File: config.mk
export PLATFORM = sky130hd
export DESIGN_NAME = grid_ray_cell_walk_top_flat
export DESIGN_NICKNAME = d
export VERILOG_FILES = /design/src/hdl/grw_pkg.sv /design/src/hdl/grw_if.sv /design/src/hdl/grw_div.sv /design/src/hdl/grw_ctrl.sv /design/src/hdl/grw_datapath.sv /design/src/hdl/grid_ray_cell_walk_top.sv /design/src/flat_wrapper.sv
export SDC_FILE = /design/constraint.sdc
export NUM_CORES = 2
export LEC_CHECK = 0
export ABC_AREA = 1
export BUFFER_PORTS_ARGS = -buffer_cell sky130_fd_sc_hd__clkbuf_2
export CAP_MARGIN = 10
export CELL_PAD_IN_SITES_DETAIL_PLACEMENT = 1
export CELL_PAD_IN_SITES_GLOBAL_PLACEMENT = 1
export CORE_MARGIN = 5
export CORE_UTILIZATION = 40
export DETAILED_ROUTE_END_ITERATION = 6
export GPL_TIMING_DRIVEN = 0
export PLACE_DENSITY = 0.69
export SLEW_MARGIN = 20
export SYNTH_ARGS = -nofsm -noshare
export SYNTH_HDL_FRONTEND = slang
export SYNTH_SLANG_ARGS = --single-unit
File: constraint.sdc
create_clock -name clk -period 10.4 [get_ports clk]
set_input_delay 2.08 -clock clk [delete_from_list [all_inputs] [get_ports clk]]
set_output_delay 2.08 -clock clk [all_outputs]
set_load 0.01 [all_outputs]
File: src/hdl/grw_pkg.sv
// ----------------------------------------------------------------------------
// grw_pkg
// Shared types and constants for the grid ray cell walker.
// ----------------------------------------------------------------------------
package grw_pkg;

    // field and datapath widths
    localparam int CW    = 32;   // coordinate input width, Q23.8
    localparam int IDXW  = 20;   // cell index width
    localparam int CSW   = 16;   // cell size register width
    localparam int CNW   = 11;   // cell count register width
    localparam int QW    = 23;   // divider dividend / quotient magnitude
    localparam int SIDEW = 24;   // cell side in Q8
    localparam int CRDW  = 25;   // signed cell coordinate
    localparam int GAPW  = 30;   // running distance to next boundary
    localparam int DW    = 33;   // absolute delta
    localparam int PW    = 62;   // cross products
    localparam int MCW   = 6;    // multiply step counter
    localparam int DCW   = 5;    // divide step counter
    localparam int APB_AW = 4;
    localparam int APB_DW = 32;

    localparam logic [MCW-1:0] MUL_STEPS = MCW'(DW);
    localparam logic [DCW-1:0] DIV_STEPS = DCW'(QW);

    // register reset values
    localparam logic [CSW-1:0] CELL_SIZE_RST    = 16'd4096;
    localparam logic [CNW-1:0] CELLS_ACROSS_RST = 11'd64;
    localparam logic [CNW-1:0] CELLS_DOWN_RST   = 11'd64;

    localparam int MAX_CELLS_DEF = 20;

    // register indexes
    localparam logic [1:0] REG_CELL_SIZE    = 2'd0;
    localparam logic [1:0] REG_CELLS_ACROSS = 2'd1;
    localparam logic [1:0] REG_CELLS_DOWN   = 2'd2;

    typedef enum logic [2:0] {
        S_IDLE,
        S_DIV,
        S_SETUP,
        S_MUL,
        S_CALC,
        S_HOLD,
        S_STEP
    } state_t;

    typedef struct packed {
        logic start;   // latch segment, start dividers
        logic setup;   // latch cells and gaps, start products
        logic calc;    // load output register with current cell
        logic step;    // advance one cell
    } cmd_t;

    typedef struct packed {
        logic div_busy;
        logic mul_busy;
        logic single;  // segment stays in its start cell
        logic last;    // loaded cell is the final one
    } status_t;

endpackage

File: src/hdl/grw_if.sv
// ----------------------------------------------------------------------------
// grw_seg_if / grw_cell_if
// Valid/ready channels for segments in and visited cells out.
// ----------------------------------------------------------------------------
interface grw_seg_if;
    logic                          valid;
    logic                          ready;
    logic signed [grw_pkg::CW-1:0] start_x;
    logic signed [grw_pkg::CW-1:0] start_z;
    logic signed [grw_pkg::CW-1:0] end_x;
    logic signed [grw_pkg::CW-1:0] end_z;

    modport source (output valid, start_x, start_z, end_x, end_z, input ready);
    modport sink   (input valid, start_x, start_z, end_x, end_z, output ready);
endinterface

interface grw_cell_if;
    logic                     valid;
    logic                     ready;
    logic [grw_pkg::IDXW-1:0] cell_index;
    logic                     in_grid;
    logic                     last;

    modport source (output valid, cell_index, in_grid, last, input ready);
    modport sink   (input valid, cell_index, in_grid, last, output ready);
endinterface

File: src/hdl/grw_div.sv
// ----------------------------------------------------------------------------
// grw_div
// Restoring unsigned divider, one quotient bit per cycle.
// ----------------------------------------------------------------------------
module grw_div
(
    input  logic                     clk,
    input  logic                     rst_n,
    input  logic                     start,
    input  logic [grw_pkg::QW-1:0]   dividend,
    input  logic [grw_pkg::CSW-1:0]  divisor,
    output logic [grw_pkg::QW-1:0]   quotient,
    output logic [grw_pkg::CSW-1:0]  remainder,
    output logic                     busy
);

    logic [grw_pkg::QW-1:0]  quo_reg, quo_next;
    logic [grw_pkg::CSW-1:0] rem_reg, rem_next;
    logic [grw_pkg::DCW-1:0] cnt_reg, cnt_next;
    logic [grw_pkg::CSW:0]   trial;
    logic                    ge;

    // one shift-subtract step
    always_comb
    begin
        trial    = {rem_reg, quo_reg[grw_pkg::QW-1]};
        ge       = trial >= {1'b0, divisor};
        quo_next = quo_reg;
        rem_next = rem_reg;
        cnt_next = cnt_reg;
        if (start)
        begin
            quo_next = dividend;
            rem_next = '0;
            cnt_next = grw_pkg::DIV_STEPS;
        end
        else if (cnt_reg != '0)
        begin
            quo_next = {quo_reg[grw_pkg::QW-2:0], ge};
            rem_next = ge ? grw_pkg::CSW'(trial - {1'b0, divisor})
                          : grw_pkg::CSW'(trial);
            cnt_next = cnt_reg - 1'b1;
        end
    end

    always_ff @(posedge clk or negedge rst_n)
    begin
        if (!rst_n)
        begin
            cnt_reg <= '0;
        end
        else
        begin
            cnt_reg <= cnt_next;
        end
    end

    always_ff @(posedge clk)
    begin
        quo_reg <= quo_next;
        rem_reg <= rem_next;
    end

    assign quotient  = quo_reg;
    assign remainder = rem_reg;
    assign busy      = cnt_reg != '0;

endmodule

File: src/hdl/grw_ctrl.sv
// ----------------------------------------------------------------------------
// grw_ctrl
// Sequencer: divide, set up products, then emit one cell per pass.
// ----------------------------------------------------------------------------
module grw_ctrl
(
    input  logic              clk,
    input  logic              rst_n,
    input  logic              in_valid,
    output logic              in_ready,
    output logic              out_valid,
    input  logic              out_ready,
    input  grw_pkg::status_t  status,
    output grw_pkg::cmd_t     cmd
);

    grw_pkg::state_t state_reg, state_next;

    // next state
    always_comb
    begin
        state_next = state_reg;
        unique case (state_reg)
            grw_pkg::S_IDLE:  if (in_valid) state_next = grw_pkg::S_DIV;
            grw_pkg::S_DIV:   if (!status.div_busy) state_next = grw_pkg::S_SETUP;
            grw_pkg::S_SETUP: state_next = status.single ? grw_pkg::S_CALC : grw_pkg::S_MUL;
            grw_pkg::S_MUL:   if (!status.mul_busy) state_next = grw_pkg::S_CALC;
            grw_pkg::S_CALC:  state_next = grw_pkg::S_HOLD;
            grw_pkg::S_HOLD:
            begin
                if (out_ready)
                    state_next = status.last ? grw_pkg::S_IDLE : grw_pkg::S_STEP;
            end
            grw_pkg::S_STEP:  state_next = grw_pkg::S_CALC;
            default:          state_next = grw_pkg::S_IDLE;
        endcase
    end

    // outputs
    always_comb
    begin
        cmd       = '0;
        in_ready  = 1'b0;
        out_valid = 1'b0;
        unique case (state_reg)
            grw_pkg::S_IDLE:
            begin
                in_ready  = 1'b1;
                cmd.start = in_valid;
            end
            grw_pkg::S_SETUP: cmd.setup = 1'b1;
            grw_pkg::S_CALC:  cmd.calc  = 1'b1;
            grw_pkg::S_HOLD:  out_valid = 1'b1;
            grw_pkg::S_STEP:  cmd.step  = 1'b1;
            default:          cmd = '0;
        endcase
    end

    always_ff @(posedge clk or negedge rst_n)
    begin
        if (!rst_n)
        begin
            state_reg <= grw_pkg::S_IDLE;
        end
        else
        begin
            state_reg <= state_next;
        end
    end

endmodule

File: src/hdl/grw_datapath.sv
// ----------------------------------------------------------------------------
// grw_datapath
// Cell division, exact crossing products and the per-cell DDA step.
// ----------------------------------------------------------------------------
module grw_datapath
#(
    parameter int MAX_CELLS = grw_pkg::MAX_CELLS_DEF
)
(
    input  logic                          clk,
    input  logic                          rst_n,
    input  grw_pkg::cmd_t                 cmd,
    output grw_pkg::status_t              status,
    input  logic signed [grw_pkg::CW-1:0] start_x,
    input  logic signed [grw_pkg::CW-1:0] start_z,
    input  logic signed [grw_pkg::CW-1:0] end_x,
    input  logic signed [grw_pkg::CW-1:0] end_z,
    input  logic [grw_pkg::CSW-1:0]       cell_size,
    input  logic [grw_pkg::CNW-1:0]       cells_across,
    input  logic [grw_pkg::CNW-1:0]       cells_down,
    output logic [grw_pkg::IDXW-1:0]      cell_index,
    output logic                          in_grid,
    output logic                          last
);

    localparam int KW = (MAX_CELLS > 1) ? $clog2(MAX_CELLS) : 1;
    localparam logic [KW-1:0] K_LAST = KW'(MAX_CELLS - 1);

    // segment held for the whole walk
    logic signed [grw_pkg::CW-1:0] sx_reg, sz_reg, ex_reg, ez_reg;

    logic [grw_pkg::CSW-1:0]   divisor;
    logic [grw_pkg::SIDEW-1:0] side;
    logic [grw_pkg::QW-1:0]    div_in   [4];
    logic [grw_pkg::QW-1:0]    div_quo  [4];
    logic [grw_pkg::CSW-1:0]   div_rem  [4];
    logic [3:0]                div_busy;
    logic [3:0]                in_neg;
    logic [3:0]                held_neg;
    logic signed [grw_pkg::CRDW-1:0] cell_of [4];
    logic [grw_pkg::CSW-1:0]   rem_fx, rem_fz;

    logic signed [grw_pkg::DW-1:0] dx, dz;
    logic [grw_pkg::DW-1:0]        adx, adz;
    logic [grw_pkg::SIDEW-1:0]     mx, mz, nx0, nz0;
    logic                          single_now;

    // walk state
    logic signed [grw_pkg::CRDW-1:0] cx_reg, cz_reg, gx_reg, gz_reg;
    logic [grw_pkg::GAPW-1:0]  nx_reg, nz_reg;
    logic [grw_pkg::DW-1:0]    adx_reg, adz_reg, shx_reg, shz_reg;
    logic                      xneg_reg, zneg_reg, single_reg;
    logic [grw_pkg::PW-1:0]    a_reg, b_reg, sa_reg, sb_reg;
    logic [grw_pkg::MCW-1:0]   mcnt_reg;
    logic [KW-1:0]             k_reg;

    logic                      step_x, beyond, at_end, on_grid, last_now;
    logic [2*grw_pkg::CNW-1:0] row_base;
    logic [grw_pkg::IDXW-1:0]  idx_now;

    logic [grw_pkg::IDXW-1:0]  idx_reg;
    logic                      in_grid_reg, last_reg;

    assign divisor = (cell_size == '0) ? grw_pkg::CSW'(1) : cell_size;
    assign side    = {divisor, 8'h00};

    // floor division of the whole-unit part: negative values divide their complement
    assign in_neg = {end_z[grw_pkg::CW-1], end_x[grw_pkg::CW-1],
                     start_z[grw_pkg::CW-1], start_x[grw_pkg::CW-1]};
    assign div_in[0] = in_neg[0] ? ~start_x[grw_pkg::CW-2:8] : start_x[grw_pkg::CW-2:8];
    assign div_in[1] = in_neg[1] ? ~start_z[grw_pkg::CW-2:8] : start_z[grw_pkg::CW-2:8];
    assign div_in[2] = in_neg[2] ? ~end_x[grw_pkg::CW-2:8]   : end_x[grw_pkg::CW-2:8];
    assign div_in[3] = in_neg[3] ? ~end_z[grw_pkg::CW-2:8]   : end_z[grw_pkg::CW-2:8];
    assign held_neg  = {ez_reg[grw_pkg::CW-1], ex_reg[grw_pkg::CW-1],
                        sz_reg[grw_pkg::CW-1], sx_reg[grw_pkg::CW-1]};

    for (genvar i = 0; i < 4; i++)
    begin : g_div
        grw_div u_div
        (
            .clk       (clk),
            .rst_n     (rst_n),
            .start     (cmd.start),
            .dividend  (div_in[i]),
            .divisor   (divisor),
            .quotient  (div_quo[i]),
            .remainder (div_rem[i]),
            .busy      (div_busy[i])
        );
        assign cell_of[i] = held_neg[i] ? ~{2'b00, div_quo[i]} : {2'b00, div_quo[i]};
    end

    assign rem_fx = held_neg[0] ? grw_pkg::CSW'(divisor - div_rem[0] - 1'b1) : div_rem[0];
    assign rem_fz = held_neg[1] ? grw_pkg::CSW'(divisor - div_rem[1] - 1'b1) : div_rem[1];

    // deltas and first boundary gaps
    assign dx  = grw_pkg::DW'(ex_reg) - grw_pkg::DW'(sx_reg);
    assign dz  = grw_pkg::DW'(ez_reg) - grw_pkg::DW'(sz_reg);
    assign adx = dx[grw_pkg::DW-1] ? grw_pkg::DW'(-dx) : grw_pkg::DW'(dx);
    assign adz = dz[grw_pkg::DW-1] ? grw_pkg::DW'(-dz) : grw_pkg::DW'(dz);
    assign mx  = {rem_fx, sx_reg[7:0]};
    assign mz  = {rem_fz, sz_reg[7:0]};
    assign nx0 = dx[grw_pkg::DW-1] ? mx : side - mx;
    assign nz0 = dz[grw_pkg::DW-1] ? mz : side - mz;

    assign single_now = (cell_of[0] == cell_of[2] && cell_of[1] == cell_of[3])
                        || (dx == '0 && dz == '0);

    // choose the nearer crossing, ties go along z
    assign step_x   = a_reg < b_reg;
    assign beyond   = step_x ? (grw_pkg::DW'(nx_reg) > adx_reg)
                             : (grw_pkg::DW'(nz_reg) > adz_reg);
    assign at_end   = (cx_reg == gx_reg) && (cz_reg == gz_reg);
    assign last_now = single_reg || at_end || (k_reg == K_LAST) || beyond;

    // grid membership and row-major index
    assign on_grid  = !cx_reg[grw_pkg::CRDW-1] && !cz_reg[grw_pkg::CRDW-1]
                      && (cx_reg < grw_pkg::CRDW'(cells_across))
                      && (cz_reg < grw_pkg::CRDW'(cells_down));
    assign row_base = cz_reg[grw_pkg::CNW-1:0] * cells_across;
    assign idx_now  = grw_pkg::IDXW'(row_base + grw_pkg::IDXW'(cx_reg[grw_pkg::CNW-1:0]));

    always_ff @(posedge clk or negedge rst_n)
    begin
        if (!rst_n)
        begin
            mcnt_reg <= '0;
        end
        else if (cmd.setup)
        begin
            mcnt_reg <= grw_pkg::MUL_STEPS;
        end
        else if (mcnt_reg != '0)
        begin
            mcnt_reg <= mcnt_reg - 1'b1;
        end
    end

    always_ff @(posedge clk)
    begin
        // hold the segment
        if (cmd.start)
        begin
            sx_reg <= start_x;
            sz_reg <= start_z;
            ex_reg <= end_x;
            ez_reg <= end_z;
        end

        // latch cells and gaps, clear the products
        if (cmd.setup)
        begin
            cx_reg     <= cell_of[0];
            cz_reg     <= cell_of[1];
            gx_reg     <= cell_of[2];
            gz_reg     <= cell_of[3];
            nx_reg     <= grw_pkg::GAPW'(nx0);
            nz_reg     <= grw_pkg::GAPW'(nz0);
            adx_reg    <= adx;
            adz_reg    <= adz;
            shx_reg    <= adx;
            shz_reg    <= adz;
            xneg_reg   <= dx[grw_pkg::DW-1];
            zneg_reg   <= dz[grw_pkg::DW-1];
            single_reg <= single_now;
            k_reg      <= '0;
            a_reg      <= '0;
            b_reg      <= '0;
            sa_reg     <= '0;
            sb_reg     <= '0;
        end
        // shift-add products, one delta bit per cycle from the top
        else if (mcnt_reg != '0)
        begin
            shx_reg <= shx_reg << 1;
            shz_reg <= shz_reg << 1;
            a_reg  <= (a_reg << 1)
                      + (shz_reg[grw_pkg::DW-1] ? grw_pkg::PW'(nx_reg) : '0);
            b_reg  <= (b_reg << 1)
                      + (shx_reg[grw_pkg::DW-1] ? grw_pkg::PW'(nz_reg) : '0);
            sa_reg <= (sa_reg << 1)
                      + (shz_reg[grw_pkg::DW-1] ? grw_pkg::PW'(side) : '0);
            sb_reg <= (sb_reg << 1)
                      + (shx_reg[grw_pkg::DW-1] ? grw_pkg::PW'(side) : '0);
        end
        // advance one cell
        else if (cmd.step)
        begin
            k_reg <= k_reg + 1'b1;
            if (step_x)
            begin
                a_reg  <= a_reg + sa_reg;
                nx_reg <= nx_reg + grw_pkg::GAPW'(side);
                cx_reg <= xneg_reg ? cx_reg - 1'b1 : cx_reg + 1'b1;
            end
            else
            begin
                b_reg  <= b_reg + sb_reg;
                nz_reg <= nz_reg + grw_pkg::GAPW'(side);
                cz_reg <= zneg_reg ? cz_reg - 1'b1 : cz_reg + 1'b1;
            end
        end

        // load the output register
        if (cmd.calc)
        begin
            idx_reg     <= on_grid ? idx_now : '0;
            in_grid_reg <= on_grid;
            last_reg    <= last_now;
        end
    end

    assign status.div_busy = |div_busy;
    assign status.mul_busy = mcnt_reg != '0;
    assign status.single   = single_now;
    assign status.last     = last_reg;

    assign cell_index = idx_reg;
    assign in_grid    = in_grid_reg;
    assign last       = last_reg;

endmodule

File: src/hdl/grid_ray_cell_walk_top.sv
// ----------------------------------------------------------------------------
// grid_ray_cell_walk_top
// Lists the grid cells crossed by a 2D segment, one item per cell.
// ----------------------------------------------------------------------------
//  channel  dir  payload                                 transfer
//  seg      in   start_x, start_z, end_x, end_z (Q23.8)  valid & ready
//  visit    out  cell_index, in_grid, last               valid & ready
//  apb      in   cell_size, cells_across, cells_down     psel & penable & pwrite
//
//  A segment is accepted, passes the four parallel dividers (23 quotient
//  bits) and is set up; a walk of more than one cell then runs the
//  bit-serial crossing products (33 steps), and each cell passes the calc,
//  hold and step states, the final one without the step. A single-cell
//  segment skips the products. The divider and the shift-add products set
//  the setup time. One segment is in flight; seg.ready is low until its last
//  cell is taken. A stalled cell holds its item. Reset clears control and
//  restores the register defaults.
// ----------------------------------------------------------------------------
module grid_ray_cell_walk_top
#(
    parameter int MAX_CELLS = grw_pkg::MAX_CELLS_DEF
)
(
    input  logic                        clk,
    input  logic                        rst_n,
    grw_seg_if.sink                     seg,
    grw_cell_if.source                  visit,
    input  logic                        psel,
    input  logic                        penable,
    input  logic                        pwrite,
    input  logic [grw_pkg::APB_AW-1:0]  paddr,
    input  logic [grw_pkg::APB_DW-1:0]  pwdata,
    output logic [grw_pkg::APB_DW-1:0]  prdata,
    output logic                        pready
);

    logic [grw_pkg::CSW-1:0] cell_size_reg;
    logic [grw_pkg::CNW-1:0] cells_across_reg, cells_down_reg;
    logic                    wr_en;
    grw_pkg::cmd_t           cmd;
    grw_pkg::status_t        status;

    assign pready = 1'b1;
    assign wr_en  = psel && penable && pwrite;

    // register writes
    always_ff @(posedge clk or negedge rst_n)
    begin
        if (!rst_n)
        begin
            cell_size_reg    <= grw_pkg::CELL_SIZE_RST;
            cells_across_reg <= grw_pkg::CELLS_ACROSS_RST;
            cells_down_reg   <= grw_pkg::CELLS_DOWN_RST;
        end
        else if (wr_en)
        begin
            unique case (paddr[3:2])
                grw_pkg::REG_CELL_SIZE:    cell_size_reg    <= pwdata[grw_pkg::CSW-1:0];
                grw_pkg::REG_CELLS_ACROSS: cells_across_reg <= pwdata[grw_pkg::CNW-1:0];
                grw_pkg::REG_CELLS_DOWN:   cells_down_reg   <= pwdata[grw_pkg::CNW-1:0];
                default:                   cell_size_reg    <= cell_size_reg;
            endcase
        end
    end

    // register reads
    always_comb
    begin
        unique case (paddr[3:2])
            grw_pkg::REG_CELL_SIZE:    prdata = grw_pkg::APB_DW'(cell_size_reg);
            grw_pkg::REG_CELLS_ACROSS: prdata = grw_pkg::APB_DW'(cells_across_reg);
            grw_pkg::REG_CELLS_DOWN:   prdata = grw_pkg::APB_DW'(cells_down_reg);
            default:                   prdata = '0;
        endcase
    end

    grw_ctrl u_ctrl
    (
        .clk       (clk),
        .rst_n     (rst_n),
        .in_valid  (seg.valid),
        .in_ready  (seg.ready),
        .out_valid (visit.valid),
        .out_ready (visit.ready),
        .status    (status),
        .cmd       (cmd)
    );

    grw_datapath #(.MAX_CELLS(MAX_CELLS)) u_dp
    (
        .clk          (clk),
        .rst_n        (rst_n),
        .cmd          (cmd),
        .status       (status),
        .start_x      (seg.start_x),
        .start_z      (seg.start_z),
        .end_x        (seg.end_x),
        .end_z        (seg.end_z),
        .cell_size    (cell_size_reg),
        .cells_across (cells_across_reg),
        .cells_down   (cells_down_reg),
        .cell_index   (visit.cell_index),
        .in_grid      (visit.in_grid),
        .last         (visit.last)
    );

endmodule

File: src/flat_wrapper.sv
// flat-port wrapper written by rule: the top's interface ports become plain ports
module grid_ray_cell_walk_top_flat 
#(
    parameter int MAX_CELLS = grw_pkg::MAX_CELLS_DEF
)
  (clk, rst_n, psel, penable, pwrite, paddr, pwdata, prdata, pready, seg_valid, seg_start_x, seg_start_z, seg_end_x, seg_end_z, seg_ready, visit_valid, visit_cell_index, visit_in_grid, visit_last, visit_ready);
  grw_seg_if seg_i ();
  grw_cell_if visit_i ();
  input  logic clk;
  input  logic rst_n;
  input  logic psel;
  input  logic penable;
  input  logic pwrite;
  input  logic [grw_pkg::APB_AW-1:0] paddr;
  input  logic [grw_pkg::APB_DW-1:0] pwdata;
  output logic [grw_pkg::APB_DW-1:0] prdata;
  output logic pready;
  input wire logic [$bits(seg_i.valid)-1:0] seg_valid;
  input wire logic [$bits(seg_i.start_x)-1:0] seg_start_x;
  input wire logic [$bits(seg_i.start_z)-1:0] seg_start_z;
  input wire logic [$bits(seg_i.end_x)-1:0] seg_end_x;
  input wire logic [$bits(seg_i.end_z)-1:0] seg_end_z;
  output wire logic [$bits(seg_i.ready)-1:0] seg_ready;
  output wire logic [$bits(visit_i.valid)-1:0] visit_valid;
  output wire logic [$bits(visit_i.cell_index)-1:0] visit_cell_index;
  output wire logic [$bits(visit_i.in_grid)-1:0] visit_in_grid;
  output wire logic [$bits(visit_i.last)-1:0] visit_last;
  input wire logic [$bits(visit_i.ready)-1:0] visit_ready;
  assign seg_i.valid = seg_valid;
  assign seg_i.start_x = seg_start_x;
  assign seg_i.start_z = seg_start_z;
  assign seg_i.end_x = seg_end_x;
  assign seg_i.end_z = seg_end_z;
  assign seg_ready = seg_i.ready;
  assign visit_valid = visit_i.valid;
  assign visit_cell_index = visit_i.cell_index;
  assign visit_in_grid = visit_i.in_grid;
  assign visit_last = visit_i.last;
  assign visit_i.ready = visit_ready;
  grid_ray_cell_walk_top #(.MAX_CELLS(MAX_CELLS)) u_core (.clk(clk), .rst_n(rst_n), .seg(seg_i), .visit(visit_i), .psel(psel), .penable(penable), .pwrite(pwrite), .paddr(paddr), .pwdata(pwdata), .prdata(prdata), .pready(pready));
endmodule
==> impl_metrics.py <==
metrics = {
    "placement": {
        "dpl_cell_area_sq_um": 83700,
        "hpwl_um": 295000,
        "placed_cells": 14100,
        "port_buffers": 192,
        "gp_congestion": 1.00,
        "dp_worst_setup_slack_ns": 2.68,
    },
    "floorplanning": {
        "fp.dieH_um": 454,
        "dieWidth_um": 454,
        "start_util_pct": 40.3,
        "io_pins": 228,
        "coreArea_sq_um": 195000,
        "rows": 162,
        "dieArea_sq_um": 206000,
    },
    "detailed_routing": {
        "viasPerCell": 5.60,
        "wirelength_um": 356000,
        "drc_errors": 0,
        "avgRoutedWirePerCell_um": 24.9,
        "ant_nets": 0,
        "drt_iter0_markers": 5529,
        "vias": 80200,
        "first_pass_iters": 5,
    },
    "power_and_ir_drop": {
        "peakVddDrop_mv": 0.780,
        "powerDensity_nw_per_um2": 354,
        "power_mw": 31.1,
        "p_leak_nw": 41.3,
    },
    "timing": {
        "rsz0062_at_grt": "false",
        "hold-worst-slack_ns": 0.469,
        "setup_viol": 0,
        "timing.fmax_mhz": 125,
        "tns_ns": 0,
        "slew_headroom_pct": 16.1,
        "drv_slew": 0,
        "fin_skew_ns": 0.0854,
        "worstMarginPinSlew_ns": 1.26,
        "timing.final.crit_period_ns": 7.97,
        "hold_viol_final": 0,
        "post-route-period-util_pct": 76.6,
        "setup_ws_ns": 2.43,
    },
    "clock_network": {
        "htree_levels": 3,
        "cts_tree": "built",
        "clkLatencyLatePin_ns": 0.84,
        "cts-resized-gates": 0,
        "holdBufCountCts": 0,
        "cts.sinks": 903,
        "path_clk_slew_ns": 0.07,
        "postCtsSetupRepairBufs": 0,
        "cts-root-buf": "clkbuf_16",
        "cts-buffers-inserted": 115,
        "clockBufferDepth": 3,
    },
    "logic_synthesis": {
        "synth_area_per_cell_sq_um": 7.01,
        "synth_adder_area_share_pct": 13.1,
        "synthDistinctLibCells": 80,
        "synth_top_family_by_area": "simple AND/OR/NAND/NOR gates",
        "ys_ff_latch": 903,
        "synthTopCellsByArea": "edfxtp_1 (20%), nand2_1 (14%), ha_1 (10%)",
        "synth_warnings": 0,
        "yosys-mux-area-fraction_pct": 0.178,
        "synthArstFlopShare_pct": 7.42,
        "synth_xor_area_share_pct": 6.10,
        "syn_area_sq_um": 78800,
        "synth_compound_area_share_pct": 15.0,
        "synth-main-ff-cell": "edfxtp_1",
        "synth_top_area_share_pct": 19.9,
        "synthSimpleGateAreaFrac_pct": 26.0,
        "syn_inst": 11200,
        "yosysTopAreaCell": "edfxtp_1",
        "yosysSeqAreaShare_pct": 30.0,
        "synth_edf_count": 523,
    },
    "worst_setup_path": {
        "critPathTopFamily": "simple AND/OR/NAND/NOR gates",
        "required_ns": 10.95,
        "worstSetupPathDepth": 27,
        "cpPeakStageDelay_ns": 0.84,
        "critPathSlowestCell": "inv_1",
        "path_buf_inv": 4,
        "cp_max_fo": 8,
        "r2r_start": "u_core.cell_size_reg[7]$_DFFE_PN0P_",
        "arrival_ns": 8.52,
        "r2r_slack_ns": 2.43,
        "r2r-end": "u_core.u_dp.nz_reg[20]$_DFFE_PP_",
        "crit_start": "u_core.cell_size_reg[7]$_DFFE_PN0P_",
        "critPathCapture": "u_core.u_dp.nz_reg[20]$_DFFE_PP_",
        "criticalPathCategory": "reg2reg",
        "reg2reg_depth": 27,
        "startpoint_type": "flop",
        "path_common_cell": "nand2_1",
        "end_kind": "flop",
    },
    "global_routing": {
        "antenna_found_initial": 14,
        "grt_use_total_pct": 33.6,
        "overflow": 0,
        "grt_max_degree": 57,
        "grt_pass1_vias": 81800,
        "grt_pass1_wl_um": 520000,
    },
    "outcome": {
        "status": "completed",
    },
    "hold_path": {
        "hold_path.class": "reg2reg",
    },
    "finish": {
        "area_growth_pct": 11.6,
        "utilization_pct": 45.0,
        "largest_reg_flops": 92,
        "final_cells": 14300,
        "layout-drive-gt1-share_pct": 5.68,
        "stdcell_area_sq_um": 87900,
        "nets": 12500,
    },
    "run": {
        "max_cap_violations": 0,
    },
}
==> Yosys cell counts, types with 8 or more instances <==
library cell,count
inv_1,1661
buf_1,39
o31ai_1,11
mux2i_1,14
ha_1,652
clkbuf_1,186
a32o_1,8
a211oi_1,16
buf_4,21
nand3b_1,29
a21oi_1,813
nand2_1,2853
a21o_1,44
nand4_1,148
o22ai_1,58
o2111ai_1,11
fa_1,108
nor3_1,199
edfxtp_1,523
o21ai_1,37
and2_1,32
nand3_2,9
nor4_1,85
xor2_1,225
xnor2_1,307
a311oi_1,8
nand2_2,24
o21bai_1,46
o21a_1,40
dfxtp_1,313
or2_2,34
a21boi_0,23
o21ai_0,878
buf_2,40
a31oi_1,66
o211ai_1,35
inv_2,12
nor2_1,910
dfrtp_1,64
nor2_2,22
and3_1,11
o221ai_1,20
nand3_1,506
==> cell families after synthesis <==
logic type / count (synthesis)
adder cells (fa/ha/maj): 760
buffers and inverters: 1970
other: 2
XOR/XNOR: 541
AO/OA/AOI/OAI: 2157
AND/OR/NAND/NOR: 4888
multiplexers: 14
flip-flops: 903
==> final cells by class <==
type	instances	area [sq um]
inverter	1681	6310
buffer	289	1290
multi-input combinational	8377	47700
clock buffer	160	3310
clock inverter	57	817
sequential	903	23700
fill	25200	107000
timing repair buffer	220	1530
antenna	8	20.0
tap	2624	3280
==> worst register-to-register path, stage by stage (launching register included) <==
cell      delay, ns
dfrtp_1        0.71
inv_1          0.86
nand4_1        0.21
o41ai_2        0.61
buf_2          0.32
ha_1           0.24
inv_1          0.06
fa_1           0.40
inv_1          0.13
nor2_1         0.05
o21ai_0        0.16
o21ai_0        0.39
ha_1           0.55
nand2_1        0.11
nor3_1         0.81
nand3_1        0.53
o211ai_1       0.35
nand2_1        0.11
nand2_1        0.11
nand2_1        0.06
nand2_1        0.10
nand2_1        0.08
nand3_1        0.14
nand3_1        0.12
nand3_1        0.09
nand2_1        0.05
o21ai_0        0.23
nand2_1        0.09
==> layout by cell type (no fill, tap or decap), types with 64 or more instances in the layout <==
master / instances
a21oi_1: 813
a31oi_1: 66
clkbuf_1: 171
clkbuf_16: 120
clkbuf_2: 228
dfrtp_1: 64
dfxtp_1: 313
edfxtp_1: 523
fa_1: 108
ha_1: 652
inv_1: 1661
nand2_1: 2851
nand3_1: 506
nand4_1: 148
nor2_1: 908
nor3_1: 199
nor4_1: 82
o21ai_0: 876
xnor2_1: 307
xor2_1: 225
==> worst min-delay path by stage <==
stage | start | endpoint | slack, ns | cells past startpoint
after floorplan | u_core.u_dp.g_div[2].u_div.remainder[15]$_SDFFE_PP0P_ | u_core.u_dp.g_div[2].u_div.remainder[15]$_SDFFE_PP0P_ | 0.43 | 2
after global placement | u_core.u_dp.g_div[3].u_div.remainder[15]$_SDFFE_PP0P_ | u_core.u_dp.g_div[3].u_div.remainder[15]$_SDFFE_PP0P_ | 0.45 | 2
after detailed placement | u_core.u_dp.g_div[2].u_div.remainder[15]$_SDFFE_PP0P_ | u_core.u_dp.g_div[2].u_div.remainder[15]$_SDFFE_PP0P_ | 0.46 | 2
after CTS | u_core.u_dp.sb_reg[61]$_SDFFE_PP0N_ | u_core.u_dp.sb_reg[61]$_SDFFE_PP0N_ | 0.48 | 2
after global routing | u_core.u_dp.sb_reg[61]$_SDFFE_PP0N_ | u_core.u_dp.sb_reg[61]$_SDFFE_PP0N_ | 0.50 | 2
final | u_core.u_dp.sb_reg[61]$_SDFFE_PP0N_ | u_core.u_dp.sb_reg[61]$_SDFFE_PP0N_ | 0.47 | 2
==> metal layers <==
layer	up-vias	share of wire, %	GRT usage, %
met4	8	6.7	18.2
li1	37800	-	-
met1	39500	41	40.6
met2	2149	48	58.1
met3	756	4.7	4.21
met5	-	0.013	0
==> power breakdown <==
group,internal [mW],switching (mW),leakage (nW)
sequential,5.58,1.63,8.50
combinational,6.42,13.0,30.8
clock,2.59,1.83,2.01
total,14.6,16.5,41.3
No activity file was read; power rests on OpenSTA's default activity.
